$ cat config.mk
export PLATFORM = sky130hd
export DESIGN_NAME = fpmd_back
export DESIGN_NICKNAME = d
export VERILOG_FILES = /design/src/design/fixed_point_mul_div_16_16_assert.svh /design/src/design/fpmd_pkg.sv /design/src/design/fpmd_back.sv
export SDC_FILE = /design/constraint.sdc
export NUM_CORES = 1
export LEC_CHECK = 0
export ABC_AREA = 1
export BUFFER_PORTS_ARGS = -buffer_cell sky130_fd_sc_hd__buf_2
export CAP_MARGIN = 20
export CORE_MARGIN = 3
export CORE_UTILIZATION = 25
export DETAILED_ROUTE_END_ITERATION = 10
export SETUP_SLACK_MARGIN = 0.5
export SLEW_MARGIN = 10
export SYNTH_ARGS = -nofsm -noshare
export SYNTH_HDL_FRONTEND = slang
export SYNTH_SLANG_ARGS = --single-unit
$ cat constraint.sdc
create_clock -name clock -period 1.3 [get_ports clock]
set_input_delay 0.13 -clock clock [delete_from_list [all_inputs] [get_ports clock]]
set_output_delay 0.13 -clock clock [all_outputs]
set_load 0.02 [all_outputs]
$ cat src/design/fixed_point_mul_div_16_16_assert.svh
// ---------------------------------------------------------------------------
// Assertion macros for the 16.16 multiply / divide unit
// Shared forms for same-cycle and next-cycle checks, reset-qualified.
// ---------------------------------------------------------------------------
`ifndef FIXED_POINT_MUL_DIV_16_16_ASSERT_SVH
`define FIXED_POINT_MUL_DIV_16_16_ASSERT_SVH

// antecedent implies consequent in the same cycle
`define FPMD_ASSERT_SAME(label, clk, rst, ante, cons) \
   label: assert property (@(posedge clk) disable iff (rst) (ante) |-> (cons)) \
      else $error("fpmd check failed");

// antecedent implies consequent in the next cycle
`define FPMD_ASSERT_NEXT(label, clk, rst, ante, cons) \
   label: assert property (@(posedge clk) disable iff (rst) (ante) |=> (cons)) \
      else $error("fpmd check failed");

`endif

$ cat src/design/fpmd_pkg.sv
// ---------------------------------------------------------------------------
// fpmd_pkg
// Types and constants of the 16.16 fixed-point multiply / divide unit.
// ---------------------------------------------------------------------------
package fpmd_pkg;

   localparam int OP_W      = 32;
   localparam int FRAC_BITS = 16;
   localparam int DVD_W     = OP_W + FRAC_BITS;
   localparam int NUM_CELLS = DVD_W;
   localparam int LATENCY   = NUM_CELLS + 2;

   localparam logic KIND_MUL = 1'b0;
   localparam logic KIND_DIV = 1'b1;

   localparam logic [1:0] STATUS_OK       = 2'd0;
   localparam logic [1:0] STATUS_DIV_ZERO = 2'd1;
   localparam logic [1:0] STATUS_OVERFLOW = 2'd2;

   typedef struct packed {
      logic               kind;
      logic signed [31:0] operand_a;
      logic signed [31:0] operand_b;
   } req_type;

   typedef struct packed {
      logic signed [31:0] result_value;
      logic [1:0]         status;
   } rsp_type;

   typedef struct packed {
      logic              kind;
      logic              neg;
      logic              bzero;
      logic [DVD_W-1:0]  dvd;
      logic [DVD_W-1:0]  quo;
      logic [OP_W-1:0]   rem;
      logic [OP_W-1:0]   dvs;
      logic [OP_W-1:0]   mul_res;
      logic              mul_ovf;
   } stage_type;

endpackage

$ cat src/design/fpmd_back.sv
// ---------------------------------------------------------------------------
// fpmd_back
// Exit stage: applies the quotient sign, range check and status.
// ---------------------------------------------------------------------------
module fpmd_back (
   input  logic                clock,
   input  logic                reset,
   input  logic                in_valid,
   input  fpmd_pkg::stage_type in_stage,
   output logic                out_valid,
   output fpmd_pkg::rsp_type   out_rsp
);

   logic [fpmd_pkg::DVD_W-1:0] q;
   logic [fpmd_pkg::DVD_W-1:0] q_signed;
   logic                       q_fits;
   logic                       valid_ff;
   fpmd_pkg::rsp_type          rsp_ff;
   fpmd_pkg::rsp_type          rsp_in;

   assign q        = in_stage.quo;
   assign q_signed = in_stage.neg ? (~q + 1'b1) : q;
   assign q_fits   = (q[fpmd_pkg::DVD_W-1:32] == '0)
                     && (!q[31] || (in_stage.neg && (q[30:0] == 31'd0)));

   always_comb begin
      rsp_in = '0;
      if (in_stage.kind == fpmd_pkg::KIND_MUL) begin
         rsp_in.result_value = in_stage.mul_res;
         rsp_in.status       = in_stage.mul_ovf ? fpmd_pkg::STATUS_OVERFLOW
                                                : fpmd_pkg::STATUS_OK;
      end else if (in_stage.bzero) begin
         rsp_in.result_value = '0;
         rsp_in.status       = fpmd_pkg::STATUS_DIV_ZERO;
      end else begin
         rsp_in.result_value = q_signed[31:0];
         rsp_in.status       = q_fits ? fpmd_pkg::STATUS_OK : fpmd_pkg::STATUS_OVERFLOW;
      end
   end

   always_ff @(posedge clock) begin
      if (reset) begin
         valid_ff <= 1'b0;
      end else begin
         valid_ff <= in_valid;
      end
   end

   always_ff @(posedge clock) begin
      rsp_ff <= rsp_in;
   end

   assign out_valid = valid_ff;
   assign out_rsp   = rsp_ff;

endmodule

==> results of run 1 <==
-- through the flow --
step	utilization	TNS (ps)
finish	0.477	0
detailed placement	0.371	-164
floorplan	-	0
global placement	0.371	-162
CTS	0.433	0
global route	0.477	0
-- power by group --
group,switching (µW),internal [µW]
logic,557,494
registers,38.7,1180
clock network,399,621
total,996,2290
-- tightest hold or removal path, cell delays in order --
cell,delay [ps]
buf_2,70
nand2_1,40
nand2_1,40
-- final cells by class --
type	count	area, µm²	share of cell area
timing repair buffer	150	1180	0.297
clock buffer	6	82.6	0.0207
sequential	35	744	0.187
inverter	24	113	0.0283
multi-input combinational	282	1690	0.425
tap	105	131	0.0330
clock inverter	2	35.0	0.00880
-- worst max-delay path by stage --
stage	endpoint	slack, ps	from	depth (start not counted)
CTS	out_rsp[14]$_DFF_P_	300	in_stage[97]	10
global placement	out_rsp[1]$_DFF_P_	-80	in_stage[98]	10
finish	out_rsp[18]$_DFF_P_	340	in_stage[98]	9
floorplan	out_rsp[20]$_DFF_P_	320	in_stage[98]	9
global route	out_rsp[33]$_DFF_P_	250	in_stage[120]	11
detailed placement	out_rsp[1]$_DFF_P_	-70	in_stage[98]	10
-- state kept, by name (all words and copies together), names as in the netlist --
register   flops
out_rsp       34
out_valid      1
-- metal layers --
metal,wire [µm],global-route usage
met5,0,0
met4,61,0.0368
met1,3570,0.197
met2,3830,0.254
met3,652,0.0498
-- cell usage in the layout (no fill, tap or decap), drive strengths merged --
| cell type | instances |
|---|---|
| buf | 147 |
| nand2 | 126 |
| nor2 | 47 |
| o21ai | 41 |
| dfxtp | 35 |
| nand3 | 31 |
| inv | 24 |
| a21oi | 10 |
| nand4 | 8 |
| clkbuf | 8 |
| nor3 | 5 |
| and2 | 4 |
| nor4 | 4 |
| nand3b | 3 |
| or2 | 1 |
| xor2 | 1 |
| ha | 1 |
| clkinv | 1 |
| bufinv | 1 |
| dlygate4sd3 | 1 |
-- cell families (layout without fill, tap and decap cells) --
kind of cell    count (synthesis)  count (layout)  share of synthesized area
xor+xnor                        1               1                    0.00404
fa+ha+maj                       1               1                    0.00576
simple gates                  229             229                      0.482
compound gates                 51              51                      0.121
flops                          35              35                      0.323
buf+inv                        32             182                     0.0646
-- what timing repair did --
item	CTS	global route
endpoints found under the setup margin	62	65
resized for setup	133	90
hold buffers	1	0
hold endpoints to repair	1	0
setup buffers	6	6
cloned	0	1
pin swaps	15	43
==> metrics, run 1 <==
PD cells=826 nW/µm²; Synth warnings=0; IO Count=234; row count=33; starting DRC count in detailed routing=118; worst stage delay on the critical path=190 ps; largest net degree at the start of global routing=31; H-tree levels=2; Hold Path Class=in2reg; Synth Net Count=549; Top cell by count, worst path=nand3_4; DPL Wire Length=6200 µm; Worst Path Buf+Inv=3; core area=8340 µm²; drt first pass iters=4; Starting Density=0.260; IO buf count=121; Syn Std Cell Area=2170 µm²; DR vias=2775; Clock Tree Root=clkbuf_8; final period utilization=0.741; synthesized area per cell=6.22 µm²; share of the yosys chip area belonging to registers=0.323; status=completed; Non-Filler Instances=604; die area=9840 µm²; Hold WS=27.1 ps; FILL cells=888; endpoints failing setup=0; crit path launch type=input pin; final hold vios=0; HP Start=in_stage[4]; slowest CP cell=nor2_4; count leader, synth=nand2_1; ranking of synthesized cells by area=dfxtp_1, nand2_1, nand3_1; DRC=0; die width=99.2 µm; Placed Area=3090 µm²; TritonCTS buffer count=5; Placer Congestion=0.847; CP cell instances=buf_12, inv_12, ha_4, nand3_4, nor2_4, nand3_4, buf_6, a21oi_2, o21ai_1; Antenna Violating Nets Remaining=0; Post-synth EDFFs=0; CTS Sinks=35; cell family with most CP delay=simple AND/OR/NAND/NOR gates; Least-Margin Pin Slew=418 ps; placed cell count=582; LEAKAGE=0.00183 µW; synthesized netlist cell count=349; vias per cell=4.59; max-cap violations=0; layout cells sized above 1=0.561; Clock transition at path regs=70 ps; most used flip-flop cell after synthesis=dfxtp_1; Hold Crit Depth=3; Synth Register Bits=35; CTS Buffer Depth=2; final WL=8110 µm; top-area cell type share of the netlist area=0.323; diode count=0; synth unique cells=28; Worst EP arrival=1130 ps; Congestion Overflow GR=0; worst hold endpoint=out_rsp[5]$_DFF_P_; pre-CTS WS=-72.5 ps; Chip Height=99.2 µm; RSZ-0062 raised after global routing=yes; Layout area overhead=83.4%; worst-path maximum fanout=3; critical path class=in2reg; WL/cell=13.4 µm; worst vdd ir=0.000468 V; Final WS setup=336 ps; f_max=1040 MHz; Crit. End Element=register; most instantiated cells after synthesis=nand2_1, nor2_1, dfxtp_1; fin nets=698; FFs w/ async S/R, synth=0; GRT Resource Usage Total=0.154; vias in the first global route=2723; post-route cell area=3980 µm²; Pwr Total=3290 µW; CTS tree=done; Critical Path RT=1470 ps; Max-slew headroom=0.718; Slew Viols, Final=0; final worst path period need=964 ps; cell taking the most area after synthesis=dfxtp_1; global-route wire length before repair=12200 µm; initial antenna violation count=0
Power figures use the tool's default switching activity.
==> run 2, diff against run 1 <==
Clock period 1.3 ns to 0.9 ns, I/O delays scaled along.
==> run 2 against run 1 <==
- the flow now finishes with violations (negative hold slack, negative setup slack)
- die area stayed put
- combinational power is 67% higher
- sequential cell count stayed put
- critical endpoint is now out_rsp[1]$_DFF_P_
- non-clock buffer count is 33 higher
- final cell count is 5.5% higher
==> metrics, run 2 (synthesis gave the netlist of run 1 again) <==
RSZ-0062 raised after global routing=yes; DRC=0; Least-Margin Pin Slew=413 ps; Placed Area=3420 µm²; max-cap violations=0; core area=8340 µm²; global-route wire length before repair=13700 µm; Hold WS=-73.6 ps; Pwr Total=5230 µW; IO Count=234; final period utilization=1.05; crit path launch type=input pin; HP Start=reset; Crit. End Element=register; Hold Crit Depth=2; Chip Height=99.2 µm; slowest CP cell=o21ai_2; worst-path maximum fanout=3; max reg flops=34; LEAKAGE=0.00206 µW; starting DRC count in detailed routing=91; initial antenna violation count=0; endpoints failing setup=3; Clock transition at path regs=80 ps; drt first pass iters=4; Max-slew headroom=0.724; CP cell instances=buf_12, inv_12, ha_4, nand3_4, nor2_4, nand3_2, o21ai_2, nand2_1, nand2_1, nand2_1; worst stage delay on the critical path=180 ps; Worst EP arrival=1140 ps; CTS Sinks=35; Placer Congestion=0.863; Layout area overhead=109%; Slew Viols, Final=0; commonest cells after routing, fill and taps aside=nand2_1, buf_2, buf_6, buf_4, dfxtp_4; Top cell by count, worst path=nand2_1; Antenna Violating Nets Remaining=0; vias per cell=4.63; die width=99.2 µm; Critical Path RT=1100 ps; WL/cell=14.0 µm; GRT Resource Usage Total=0.172; worst vdd ir=0.000526 V; DPL Wire Length=6740 µm; failing checks=negative hold slack, negative setup slack; vias in the first global route=2895; post-layout util=0.543; die area=9840 µm²; diode count=0; Congestion Overflow GR=0; f_max=1050 MHz; Setup TNS Final=-90.2 ps; Clock Tree Root=clkbuf_8; fin nets=731; commonest non-fill, non-tap cell in the layout=nand2_1; IO buf count=121; H-tree levels=2; largest net degree at the start of global routing=20; final hold vios=19; worst hold endpoint=out_valid$_SDFF_PP0_; PD cells=1150 nW/µm²; CTS tree=done; CTS Buffer Depth=2; Starting Density=0.260; DR vias=2949; row count=33; status=finished, violations left; layout cells sized above 1=0.641; final worst path period need=948 ps; post-route cell area=4530 µm²; Non-Filler Instances=637; Final WS setup=-47.9 ps; critical path class=in2reg; TritonCTS buffer count=5; Hold Path Class=in2reg; final WL=8950 µm; placed cell count=611
run 2: through the flow:
step                setup slack, ps  hold slack [ps]
finish                        -47.9            -73.6
floorplan                     -34.8              152
global placement               -442              234
detailed placement             -469              238
global route                   -103            -64.6
CTS                           -65.1            -74.0
run 2: worst max-delay path by stage:
stage,startpoint,end,slack (ps),cells past startpoint
2_1_floorplan,in_stage[98],out_rsp[20]$_DFF_P_,-30,9
3_3_place_gp,in_stage[98],out_rsp[1]$_DFF_P_,-440,10
3_5_place_dp,in_stage[98],out_rsp[1]$_DFF_P_,-470,10
4_1_cts,in_stage[97],out_rsp[1]$_DFF_P_,-70,10
5_1_grt,in_stage[97],out_rsp[1]$_DFF_P_,-100,10
6_report,in_stage[98],out_rsp[1]$_DFF_P_,-50,10
run 2: layout make-up:
class,instances,area (µm²)
fillers,788,3810
multi-input cells,282,1790
clock inverters,3,67.6
repair buffers,183,1510
well taps,105,131
inverters,24,125
clock buffers,5,68.8
flip-flops and latches,35,832
run 2: repair_timing:
action / 4_1_cts / 5_1_grt
pin swaps: 23 / 60
gates resized for setup: 130 / 119
setup endpoints to repair: 68 / 68
endpoints found under the hold margin: 16 / 4
gates cloned: 1 / 0
setup buffers: 3 / 14
run 2: routing by layer:
layer / vias up / wire (µm) / GRT usage
met5: - / 0 / 0
met4: 0 / 145 / 0.0546
met3: 11 / 689 / 0.0428
met2: 104 / 4370 / 0.287
met1: 1329 / 3750 / 0.219
li1: 1505 / - / -
run 2: worst max-delay path: cells and delay by family:
family / cells / cell delay, ps
buffers and inverters: 2 / 150
adder cells (fa/ha/maj): 1 / 140
AND/OR/NAND/NOR: 6 / 580
AO/OA/AOI/OAI: 1 / 180
run 2: report_power, final:
part	internal [µW]	switching, µW	total, µW
clock network	1110	647	1750
registers	1660	61.6	1720
logic	869	883	1750
total	3640	1590	5230
