--- src/design/fixed_point_mul_div_16_16_assert.svh ---
// ---------------------------------------------------------------------------
// Assertion macros for the 16.16 multiply / divide unit
// Shared forms for same-cycle and next-cycle checks, reset-qualified.
// ---------------------------------------------------------------------------
`ifndef FIXED_POINT_MUL_DIV_16_16_ASSERT_SVH
`define FIXED_POINT_MUL_DIV_16_16_ASSERT_SVH

// antecedent implies consequent in the same cycle
`define FPMD_ASSERT_SAME(label, clk, rst, ante, cons) \
   label: assert property (@(posedge clk) disable iff (rst) (ante) |-> (cons)) \
      else $error("fpmd check failed");

// antecedent implies consequent in the next cycle
`define FPMD_ASSERT_NEXT(label, clk, rst, ante, cons) \
   label: assert property (@(posedge clk) disable iff (rst) (ante) |=> (cons)) \
      else $error("fpmd check failed");

`endif

--- src/design/fpmd_pkg.sv ---
// ---------------------------------------------------------------------------
// fpmd_pkg
// Types and constants of the 16.16 fixed-point multiply / divide unit.
// ---------------------------------------------------------------------------
package fpmd_pkg;

   localparam int OP_W      = 32;
   localparam int FRAC_BITS = 16;
   localparam int DVD_W     = OP_W + FRAC_BITS;
   localparam int NUM_CELLS = DVD_W;
   localparam int LATENCY   = NUM_CELLS + 2;

   localparam logic KIND_MUL = 1'b0;
   localparam logic KIND_DIV = 1'b1;

   localparam logic [1:0] STATUS_OK       = 2'd0;
   localparam logic [1:0] STATUS_DIV_ZERO = 2'd1;
   localparam logic [1:0] STATUS_OVERFLOW = 2'd2;

   typedef struct packed {
      logic               kind;
      logic signed [31:0] operand_a;
      logic signed [31:0] operand_b;
   } req_type;

   typedef struct packed {
      logic signed [31:0] result_value;
      logic [1:0]         status;
   } rsp_type;

   typedef struct packed {
      logic              kind;
      logic              neg;
      logic              bzero;
      logic [DVD_W-1:0]  dvd;
      logic [DVD_W-1:0]  quo;
      logic [OP_W-1:0]   rem;
      logic [OP_W-1:0]   dvs;
      logic [OP_W-1:0]   mul_res;
      logic              mul_ovf;
   } stage_type;

endpackage

--- src/design/fpmd_cell.sv ---
// ---------------------------------------------------------------------------
// fpmd_cell
// One restoring-division step: develops one quotient bit per item.
// ---------------------------------------------------------------------------
module fpmd_cell (
   input  logic                clock,
   input  logic                reset,
   input  logic                in_valid,
   input  fpmd_pkg::stage_type in_stage,
   output logic                out_valid,
   output fpmd_pkg::stage_type out_stage
);

   logic [fpmd_pkg::OP_W:0] shifted;
   logic [fpmd_pkg::OP_W:0] diff;
   logic                    ge;
   logic                    valid_ff;
   fpmd_pkg::stage_type     stage_ff;
   fpmd_pkg::stage_type     stage_in;

   assign shifted = {in_stage.rem, in_stage.dvd[fpmd_pkg::DVD_W-1]};
   assign diff    = shifted - {1'b0, in_stage.dvs};
   assign ge      = (shifted >= {1'b0, in_stage.dvs});

   always_comb begin
      stage_in     = in_stage;
      stage_in.dvd = {in_stage.dvd[fpmd_pkg::DVD_W-2:0], 1'b0};
      stage_in.quo = {in_stage.quo[fpmd_pkg::DVD_W-2:0], ge};
      stage_in.rem = ge ? diff[fpmd_pkg::OP_W-1:0] : shifted[fpmd_pkg::OP_W-1:0];
   end

   always_ff @(posedge clock) begin
      if (reset) begin
         valid_ff <= 1'b0;
      end else begin
         valid_ff <= in_valid;
      end
   end

   always_ff @(posedge clock) begin
      stage_ff <= stage_in;
   end

   assign out_valid = valid_ff;
   assign out_stage = stage_ff;

endmodule

--- config.mk ---
export PLATFORM = sky130hd
export DESIGN_NAME = fpmd_cell
export DESIGN_NICKNAME = d
export VERILOG_FILES = /design/src/design/fixed_point_mul_div_16_16_assert.svh /design/src/design/fpmd_pkg.sv /design/src/design/fpmd_cell.sv
export SDC_FILE = /design/constraint.sdc
export NUM_CORES = 1
export LEC_CHECK = 0
export BUFFER_PORTS_ARGS = -buffer_cell sky130_fd_sc_hd__buf_4
export CAP_MARGIN = 40
export CORE_AREA = 2 2 156 158
export CTS_CLUSTER_SIZE = 25
export DETAILED_ROUTE_END_ITERATION = 7
export DIE_AREA = 0 0 158 160
export PLACE_DENSITY = 0.64
export SYNTH_ARGS = -nofsm -noshare
export SYNTH_HDL_FRONTEND = slang
export SYNTH_SLANG_ARGS = --single-unit
--- constraint.sdc ---
create_clock -name clock -period 6.44 [get_ports clock]
set_input_delay 0.644 -clock clock [delete_from_list [all_inputs] [get_ports clock]]
set_output_delay 0.644 -clock clock [all_outputs]
set_load 0.03 [all_outputs]
==> metrics.md, run 1 <==
| Metric | Value |
|---|---|
| Synth Area per Inst | 11.31 sq um |
| Post-route setup slack | between 2 and 3 ns |
| Required time of the critical path | between 6 and 7 ns |
| TritonCTS Buffers | 17 |
| CORE AREA | ~0.024 sq mm |
| Syn Std Cell Area | 0.006151 sq mm |
| Clock-pin slew on the worst setup and hold paths | about 0.09 ns |
| Outcome | complete, no violations |
| Gr ovfl total | 0 |
| CP Buf/Inv Count | 3 |
| Finished Layout Cells | roughly 1300 |
| Adder-cell share of the synthesized area | 0.06835 |
| Mapped Cells | 544 |
| Ys async rst share | 0 |
| WP depth | 12 |
| Delay-heaviest family, CP | compound AO/OA/AOI/OAI gates |
| Vias in the first global route | roughly 5400 |
| Register area share after synthesis | 0.6379 |
| Max-capacitance violation count | 0 |
| Synth unique cells | around 50 |
| Unrepaired setup endpoints after global routing | no |
| DR vias | about 5400 |
| Routed WL | roughly 23 mm |
| Complex-gate fraction of the synthesized area | 0.1190 |
| Antenna viol nets, final | 0 |
| Setup CP Type | primary input to flip-flop |
| Cell Rows | 57 |
| Worst Tran Pin Value | 0.7265 ns |
| Hold buffer count at CTS | 0 |
| Worst Setup Start Kind | primary input |
| Sequential power share | 0.424 |
| Area share of the largest cell type after synthesis | 0.6379 |
| CP max stage delay | around 0.67 ns |
| CP endpoint kind | flip-flop |
| Critical-path cell list | buf_4, inv_1, ha_1, nand4_1, or4_1, a21oi_1, nor3_1, a211oi_2, o21ai_2, o31ai_4, buf_12, mux2_2 |
| Share of layout cells above drive strength 1 | 0.4585 |
| Worst Path Max Fanout | 40 |
| Initial DRT Pass Iterations | 4 |
| Root buffer cell | clkbuf_16 |
| Starting Density | 0.2582 |
| H-tree depth | 4 |
| Die H | 160 um |
| CTS max path bufs | 2 |
| Worst min-delay path category | primary input to flip-flop |
| Xor-xnor portion of the synthesized cell area | 0.03845 |
| Largest net degree at the start of global routing | just over 40 |
| Yosys reg bits | roughly 200 |
| DP Cell Count | 1243 |
| Port Buf Inserts | just under 400 |
| Max-slew headroom | 0.5157 |
| Hold slack | 0.2977 ns |
| Fin nets | 1170 |
| WP data arrival | a little under 4 ns |
| Final core area utilization | 0.4218 |
| Setup violators final | 0 |
| PD cells | 314.2 mW/mm^2 |
| Initial drt markers | 284 |
| Final worst path period share | 0.5662 |
| DR WL/cell | approximately 18 um |
| CTS sink count | between 150 and 200 |
| Commonest cells post-synth | dfxtp_1, a21oi_1, inv_1, nor2_1, ha_1 |
| First-pass GRT wire length | 31.97 mm |
| Initial antenna violation count | 4 |
| Slew Viols, Final | 0 |
| Most used flip-flop cell after synthesis | dfxtp_1 |
| Fmax | around 270 MHz |
| Proportion of synthesized area in mux cells | 0.01993 |
| VDD IR max | roughly 0.00018 V |
| HPWL after detailed placement | ~19 mm |
| Count leader, synth | dfxtp_1 |
| Sw Share | 0.3189 |
| Tmin final | roughly 3.6 ns |
| Pleak | around 0.005 uW |
| Area delta synth->final | 63.36% |
| I/O pin total | 396 |
| Combinational cell fraction of total power | 0.225 |
| Place WS | around 2.3 ns |
| Die width | approximately 160 um |
| DR vias/cell | 4.238 |
| Syn Nets | 776 |
| Number of flops mapped to enable cells by yosys | 0 |
| Synth area leaders | dfxtp_1, ha_1, a21oi_1 |
| Psw | between 1000 and 1500 uW |
| Largest family of logic cells by synthesized area | compound AO/OA/AOI/OAI gates |
| Fillers | 2400 |
| Pint | roughly 2200 uW |
| Global Route Usage Sum | 0.1739 |
| Yosys warns | 0 |
| Crit path from | in_stage[38] |
| Clock power frac | 0.351 |
| Final setup TNS | 0 ns |
| Post-CTS resize count | 0 |
| GP Congestion | about 0.79 |
| CTS tree | yes |
| Crit path max-delay cell type | o31ai_4 |
| Synth area leader | dfxtp_1 |
| Setup crit end | out_stage[73] |
| Die area | 0.02528 sq mm |
| Setup bufs post-CTS | 0 |
| Synth Area in Simple Gates | 0.07669 |
| Post-route DRC | 0 |
| Final Hold Fails | 0 |
[sequential cells by signal (all words and copies together) (netlist names)]
register and count:
out_stage 195, out_valid 1
[per-layer routing]
| layer | vias up | wire length, um | global-route usage |
|---|---|---|---|
| met3 | 37 | 2199 | 0.06350 |
| met1 | 2499 | 8727 | 0.1934 |
| met2 | 232 | 11490 | 0.3040 |
| li1 | 2632 | - | - |
| met4 | 8 | 537 | 0.05938 |
| met5 | - | 46 | 0 |
[logic make-up (layout without fill, tap and decap cells)]
family,after synthesis,count (layout)
buffers and inverters,57,464
other,1,2
DFF,196,196
AOI/OAI and AO/OA,119,119
muxes,11,11
and+or+nand+nor,100,100
adders and majority gates,33,33
xor gates and xnor gates,27,27
[per-stage QoR]
| stage | area [sq um] | power, uW |
|---|---|---|
| 2_1_floorplan | 6151 | 1760 |
| 3_3_place_gp | 9429 | 2073 |
| 3_5_place_dp | 9429 | 2077 |
| 4_1_cts | 10050 | 3197 |
| 5_1_grt | 10050 | 3289 |
| 6_report | 10050 | 3157 |
[cell type report]
| class | count | area (sq um) | area share |
|---|---|---|---|
| clock buffer | 18 | 439.2 | 0.04371 |
| sequential | 196 | 3924 | 0.3905 |
| tap | 324 | 405.4 | 0.04034 |
| timing repair buffer | 394 | 2970 | 0.2956 |
| inverter | 38 | 142.6 | 0.01419 |
| antenna | 1 | 2.502 | 0.0002490 |
| clock inverter | 14 | 177.7 | 0.01768 |
| multi-input combinational | 291 | 1987 | 0.1977 |
[power by group through the flow]
stage / logic (uW) / registers [uW] / clock network [uW]
2_1_floorplan: 194 / 1570 / 0
3_3_place_gp: 709 / 1360 / 0
3_5_place_dp: 712 / 1370 / 0
4_1_cts: 716 / 1340 / 1140
5_1_grt: 754 / 1350 / 1190
6_report: 710 / 1340 / 1110
[cells in the final DEF, fill, tap and decap left out, types with 5 or more instances in the layout]
master     count
mux2_2         6
a31oi_1        5
clkbuf_16     17
nand4_1        8
nor2_1        35
xor2_1        12
a21oi_1       56
nand2_1       26
dfxtp_1      196
nand3_1        8
o21ai_0       16
o21a_1         6
buf_4        393
a21o_1        12
ha_1          32
xnor2_1       15
inv_1         38
[worst min-delay path by stage]
| stage | slack, ns | from | endpoint | cells past startpoint |
|---|---|---|---|---|
| floorplan | 0.67 | in_stage[0] | out_stage[0] | 0 |
| global placement | 0.75 | in_stage[194] | out_stage[194] | 1 |
| detailed placement | 0.75 | in_stage[108] | out_stage[109] | 1 |
| CTS | 0.28 | in_stage[158] | out_stage[159] | 1 |
| global route | 0.27 | in_stage[18] | out_stage[18] | 1 |
| finish | 0.30 | in_stage[155] | out_stage[156] | 1 |
Note: power is estimated with default switching activity, not from simulation.
==> inputs of run 2 (changes only) <==
Settings changed: CORE_AREA 2 2 156 158 to 2 2 152 154, DIE_AREA 0 0 158 160 to 0 0 154 156, PLACE_DENSITY 0.64 to 0.66.
Clock period 6.44 ns to 3.5 ns, I/O delays scaled along.
==> run 2 against run 1 <==
Design area increased by 14%. Global-route usage increased by 2.9 points. Final cell count increased by 8.2%. Utilization increased by 8.9 points. Wire length increased by 9.4%. Die area decreased by 5.0%. First-iteration DRC count decreased by 15%. Hold slack got worse by 0.27 ns. Setup slack got worse by 2.6 ns.
==> metrics.md, run 2 (synthesized netlist as in run 1, its figures left out) <==
| Metric | Value |
|---|---|
| PD cells | 519.0 mW/mm^2 (+65%) |
| CORE AREA | 0.02237 sq mm (-6.1%) |
| CP max stage delay | 0.54 ns (-0.13 ns) |
| HPWL after detailed placement | 18.65 mm (-0.52%) |
| Setup violators final | 0 (unchanged) |
| Share of layout cells above drive strength 1 | 0.4119 (-0.04659) |
| Vias in the first global route | 6286 (+17%) |
| Tmin final | between 3 and 4 ns |
| Global Route Usage Sum | 0.2032 (+0.02931) |
| First-pass GRT wire length | 36.49 mm (+14%) |
| Antenna viol nets, final | 0 (unchanged) |
| Worst min-delay path category | primary input to flip-flop |
| Pwr Total | 5926 uW (+88%) |
| Crit path max-delay cell type | dlygate4sd3_1 |
| Fmax | approximately 300 MHz |
| Setup CP Type | primary input to flip-flop |
| VDD IR max | 0.0002904 V (+59%) |
| DR WL/cell | 18.23 um (+1.1%) |
| CTS sink count | 196 (unchanged) |
| Post-route DRC | 0 (unchanged) |
| DR vias/cell | 4.348 (+2.6%) |
| Starting Density | 0.2750 (+0.01680) |
| TritonCTS Buffers | 17 (unchanged) |
| Root buffer cell | clkbuf_16 |
| DR vias | 6000 (+11%) |
| GP Congestion | 0.8498 (+7.0%) |
| Setup bufs post-CTS | 0 (unchanged) |
| CTS tree | yes |
| Commonest cells after routing, fill and taps aside | buf_4, dfxtp_1, dlygate4sd3_1 |
| Slew Viols, Final | 0 (unchanged) |
| Delay-heaviest family, CP | buffers and inverters |
| Worst Setup Start Kind | primary input |
| Initial antenna violation count | 4 (unchanged) |
| WP data arrival | 3.62 ns (-0.35 ns) |
| I/O pin total | 396 (unchanged) |
| Largest net degree at the start of global routing | 24 (-41%) |
| Die width | 154 um (-2.5%) |
| Pleak | 0.005500 uW (+12%) |
| Critical-path cell list | dlygate4sd3_1, buf_4, inv_1, ha_1, nand4_1, or4_1, a21oi_1, nor3_1, a211oi_2, o21ai_2, o31ai_4, buf_12, mux2_2 |
| Hold buffer count at CTS | 128 (+128) |
| Gr ovfl total | 0 (unchanged) |
| Worst Path Max Fanout | 23 (-43%) |
| CP endpoint kind | flip-flop |
| Initial DRT Pass Iterations | 6 (+2) |
| Final Hold Fails | 0 (unchanged) |
| Commonest non-fill, non-tap cell in the layout | buf_4 |
| Cell Rows | 55 (-3.5%) |
| Unrepaired setup endpoints after global routing | no |
| Antenna diodes | 0 (-1) |
| Clock-pin slew on the worst setup and hold paths | 0.07 ns (-0.02 ns) |
| Final core area utilization | 0.5105 (+0.08865) |
| Fin nets | 1314 (+12%) |
| H-tree depth | 4 (unchanged) |
| Area delta synth->final | 85.62% |
| Final setup TNS | 0 ns (unchanged) |
| Max-slew headroom | 0.6428 (+0.1271) |
| Die area | 0.02402 sq mm (-5.0%) |
| CP Buf/Inv Count | 4 (+1) |
| CTS max path bufs | 2 (unchanged) |
| Worst Tran Pin Value | 0.5334 ns (-0.1931 ns) |
| Port Buf Inserts | 393 (unchanged) |
| Max-capacitance violation count | 0 (unchanged) |
| Initial drt markers | 241 (-15%) |
| Outcome | complete, no violations |
| Post-CTS resize count | 0 (unchanged) |
| Routed WL | 25.16 mm (+9.4%) |
| Fillers | 1968 (-18%) |
| Max FFs per register | 195 (unchanged) |
| Required time of the critical path | 3.82 ns (-2.94 ns) |
| Die H | 156 um (-2.5%) |
| Final worst path period share | 0.9433 |
run 2: changes by cell type in the layout (fill, tap and decap cells not counted), moves of 3 or more:
cell	change
clkinv_8	+3
inv_8	-4
buf_4	+14
dlygate4sd3_1	+129
run 2: final cells by class:
cell class | count | area (sq um) | area share
Inverter | 38 | 142.6 | 0.01249
Tap cell | 285 | 356.6 | 0.03123
Multi-Input combinational cell | 291 | 1987 | 0.1740
Sequential cell | 196 | 3924 | 0.3437
Timing Repair Buffer | 538 | 4387 | 0.3842
Clock inverter | 14 | 181.4 | 0.01589
Clock buffer | 18 | 439.2 | 0.03847
run 2: final timing paths:
path | from | endpoint | slack [ns] | depth (start not counted)
worst max-delay path | in_stage[41] | out_stage[71] | 0.20 | 13
worst min-delay path | in_stage[142] | out_stage[143] | 0.03 | 1
run 2: per-layer routing:
metal	part of all wire	vias up	global-route usage
li1	-	2917	-
met1	0.38	2770	0.2193
met2	0.49	242	0.3479
met3	0.080	63	0.07778
met4	0.047	8	0.1046
met5	0.0020	-	0
run 2: stage by stage:
step           area (sq um)  cells  hold WS (ns)  setup slack, ns
2_1_floorplan          6151    544        0.3777           0.5134
3_3_place_gp           9505   1219        0.4547           0.1282
3_5_place_dp           9505   1219        0.4554          0.08499
4_1_cts               11410   1379     0.0002388           0.1973
5_1_grt               11420   1380     0.0002017          0.05312
6_report              11420   1380       0.02597           0.1983
run 2: power breakdown:
part           total [uW]  switching (uW)  internal [uW]
sequential           2470            54.7           2410
combinational        1470             808            658
clock                1990            1000            990
==> inputs of run 3 (changes only) <==
Clock period 3.5 ns to 3.1 ns, I/O delays scaled along.
==> run 3 against run 2 <==
Sequential power grew 13%. Design area grew 5.3%. Clock-buffer cell count is the same. Sequential cell count did not move. Global-route usage up 0.56 points. Final cell count increased by 3.5%. Power is 16% higher. Hold slack better by 0.057 ns. Critical path type unchanged.
==> metrics.md, run 3 (synthesized netlist as in run 1, its figures left out) <==
| Metric | Value |
|---|---|
| HPWL after detailed placement | 18.71 mm (+0.31%) |
| Worst Path Max Fanout | 5 (-78%) |
| DR vias | 6239 (+4.0%) |
| Fmax | around 340 MHz |
| Max-capacitance violation count | 0 (unchanged) |
| Endpoint, Worst Hold | out_valid |
| Final setup TNS | 0 ns (unchanged) |
| PD cells | 570.6 mW/mm^2 (+9.9%) |
| Required time of the critical path | 3.44 ns (-0.38 ns) |
| CTS tree | yes |
| Antenna viol nets, final | 0 (unchanged) |
| Global Route Usage Sum | 0.2087 (+0.005580) |
| Final Hold Fails | 0 (unchanged) |
| Worst min-delay path category | primary input to flip-flop |
| Share of layout cells above drive strength 1 | 0.4194 (+0.007567) |
| Fin nets | 1361 (+3.6%) |
| CTS sink count | 196 (unchanged) |
| Setup violators final | 0 (unchanged) |
| Initial drt markers | 259 (+7.5%) |
| Commonest cells after routing, fill and taps aside | buf_4, dfxtp_1, dlygate4sd3_1 |
| Initial antenna violation count | 4 (unchanged) |
| CORE AREA | 0.02237 sq mm (unchanged) |
| Pleak | 0.005782 uW (+5.1%) |
| Routed WL | 26.03 mm (+3.5%) |
| TritonCTS Buffers | 17 (unchanged) |
| Starting Density | 0.2750 (unchanged) |
| Port Buf Inserts | 393 (unchanged) |
| Area occupied by multi-input gates | 0.002098 sq mm (+5.6%) |
| VDD IR max | 0.0003195 V (+10%) |
| Die area | 0.02402 sq mm (unchanged) |
| DR vias/cell | 4.369 (+0.49%) |
| Outcome | complete, no violations |
| Commonest non-fill, non-tap cell in the layout | buf_4 |
| Initial DRT Pass Iterations | 7 (+1) |
| Die width | 154 um (unchanged) |
| CP endpoint kind | flip-flop |
| Hold path start | in_valid |
| H-tree depth | 4 (unchanged) |
| Cell Rows | 55 (unchanged) |
| Area delta synth->final | 95.38% |
| Die H | 156 um (unchanged) |
| Slew Viols, Final | 0 (unchanged) |
| Pwr Total | 6858 uW (+16%) |
| Tmin final | between 2 and 3 ns |
| First-pass GRT wire length | 38.01 mm (+4.2%) |
| Root buffer cell | clkbuf_16 |
| Vias in the first global route | 6439 (+2.4%) |
| Setup CP Type | primary input to flip-flop |
| CTS max path bufs | 2 (unchanged) |
| DR WL/cell | 18.23 um (about the same) |
| Crit path from | in_stage[37] |
| Clock-pin slew on the worst setup and hold paths | 0.09 ns (+0.02 ns) |
| Worst Setup Start Kind | primary input |
| Max FFs per register | 195 (unchanged) |
| GP Congestion | 0.8647 (+1.8%) |
| Largest net degree at the start of global routing | 24 (unchanged) |
| Unrepaired setup endpoints after global routing | no |
| FF+latch area | 0.003924 sq mm (unchanged) |
| Gr ovfl total | 0 (unchanged) |
| WP data arrival | 3.29 ns (-0.33 ns) |
| Fillers | 1906 (-3.2%) |
| WHS Path Cells | 2 (+1) |
| Final worst path period share | 0.9520 |
| I/O pin total | 396 (unchanged) |
| Post-route DRC | 0 (unchanged) |
[run 3: changes by cell type in the layout (fill, tap and decap cells not counted), sizes merged]
| cell | delta |
|---|---|
| dlygate4sd3 | +30 |
| buf | +11 |
| dlymetal6s4s | +4 |
| inv | +4 |
| clkinv | -3 |
| clkbuf | +2 |
| clkinvlp | -1 |
| diode | +1 |
[run 3: timing repair]
action                     in CTS  in global routing
hold buffers                  163                  0
setup buffers                   0                  4
setup endpoints to repair       0                 25
resized for setup               0                 24
hold endpoints to repair      163                  0
[run 3: worst max path at each step]
stage	cells after the start	slack, ns	endpoint
finish	13	0.15	out_stage[73]
global route	13	0.01	out_stage[86]
floorplan	12	0.15	out_stage[78]
CTS	13	0.02	out_stage[91]
detailed placement	12	-0.12	out_stage[95]
global placement	12	-0.1	out_stage[95]
[run 3: power breakdown]
part,internal (uW),switching [uW],total [uW]
registers,2720,60.2,2780
logic,811,949,1760
clock network,1140,1180,2310
total,4670,2190,6860
[run 3: critical path: stages]
cell and delay, ns:
dlygate4sd3_1 0.53, buf_4 0.11, inv_1 0.03, ha_1 0.35, nand3_1 0.11, o21bai_1 0.25, a21oi_4 0.20, nor3_4 0.06
a211oi_2 0.28, o21ai_2 0.11, o31ai_4 0.39, clkbuf_16 0.24, mux2_2 0.32
[run 3: cell type report]
| type | count | area share |
|---|---|---|
| Timing Repair Buffer | 585 | 0.4048 |
| Sequential cell | 196 | 0.3265 |
| Multi-Input combinational cell | 291 | 0.1746 |
| Clock buffer | 18 | 0.03654 |
| Tap cell | 285 | 0.02967 |
| Clock inverter | 14 | 0.01583 |
| Inverter | 38 | 0.01187 |
| Antenna cell | 1 | 0.0002082 |
[run 3: through the flow]
step                      cell area (sq um)  utilization  hold slack, ns  instances  setup slack, ns
final                                 12020       0.5373         0.08283       1428           0.1489
after global routing                  12020       0.5373         0.07415       1428          0.01394
after CTS                             11810       0.5282         0.06286       1422          0.01725
after detailed placement               9553       0.4271          0.4155       1227          -0.1201
after global placement                 9553       0.4271          0.4145       1227         -0.09526
after floorplan                        6151            -          0.3377        544           0.1534
[run 3: layer usage]
metal	wire, um	GRT usage
met5	41	0
met4	952	0.08812
met3	1755	0.06222
met2	13030	0.3641
met1	10240	0.2384
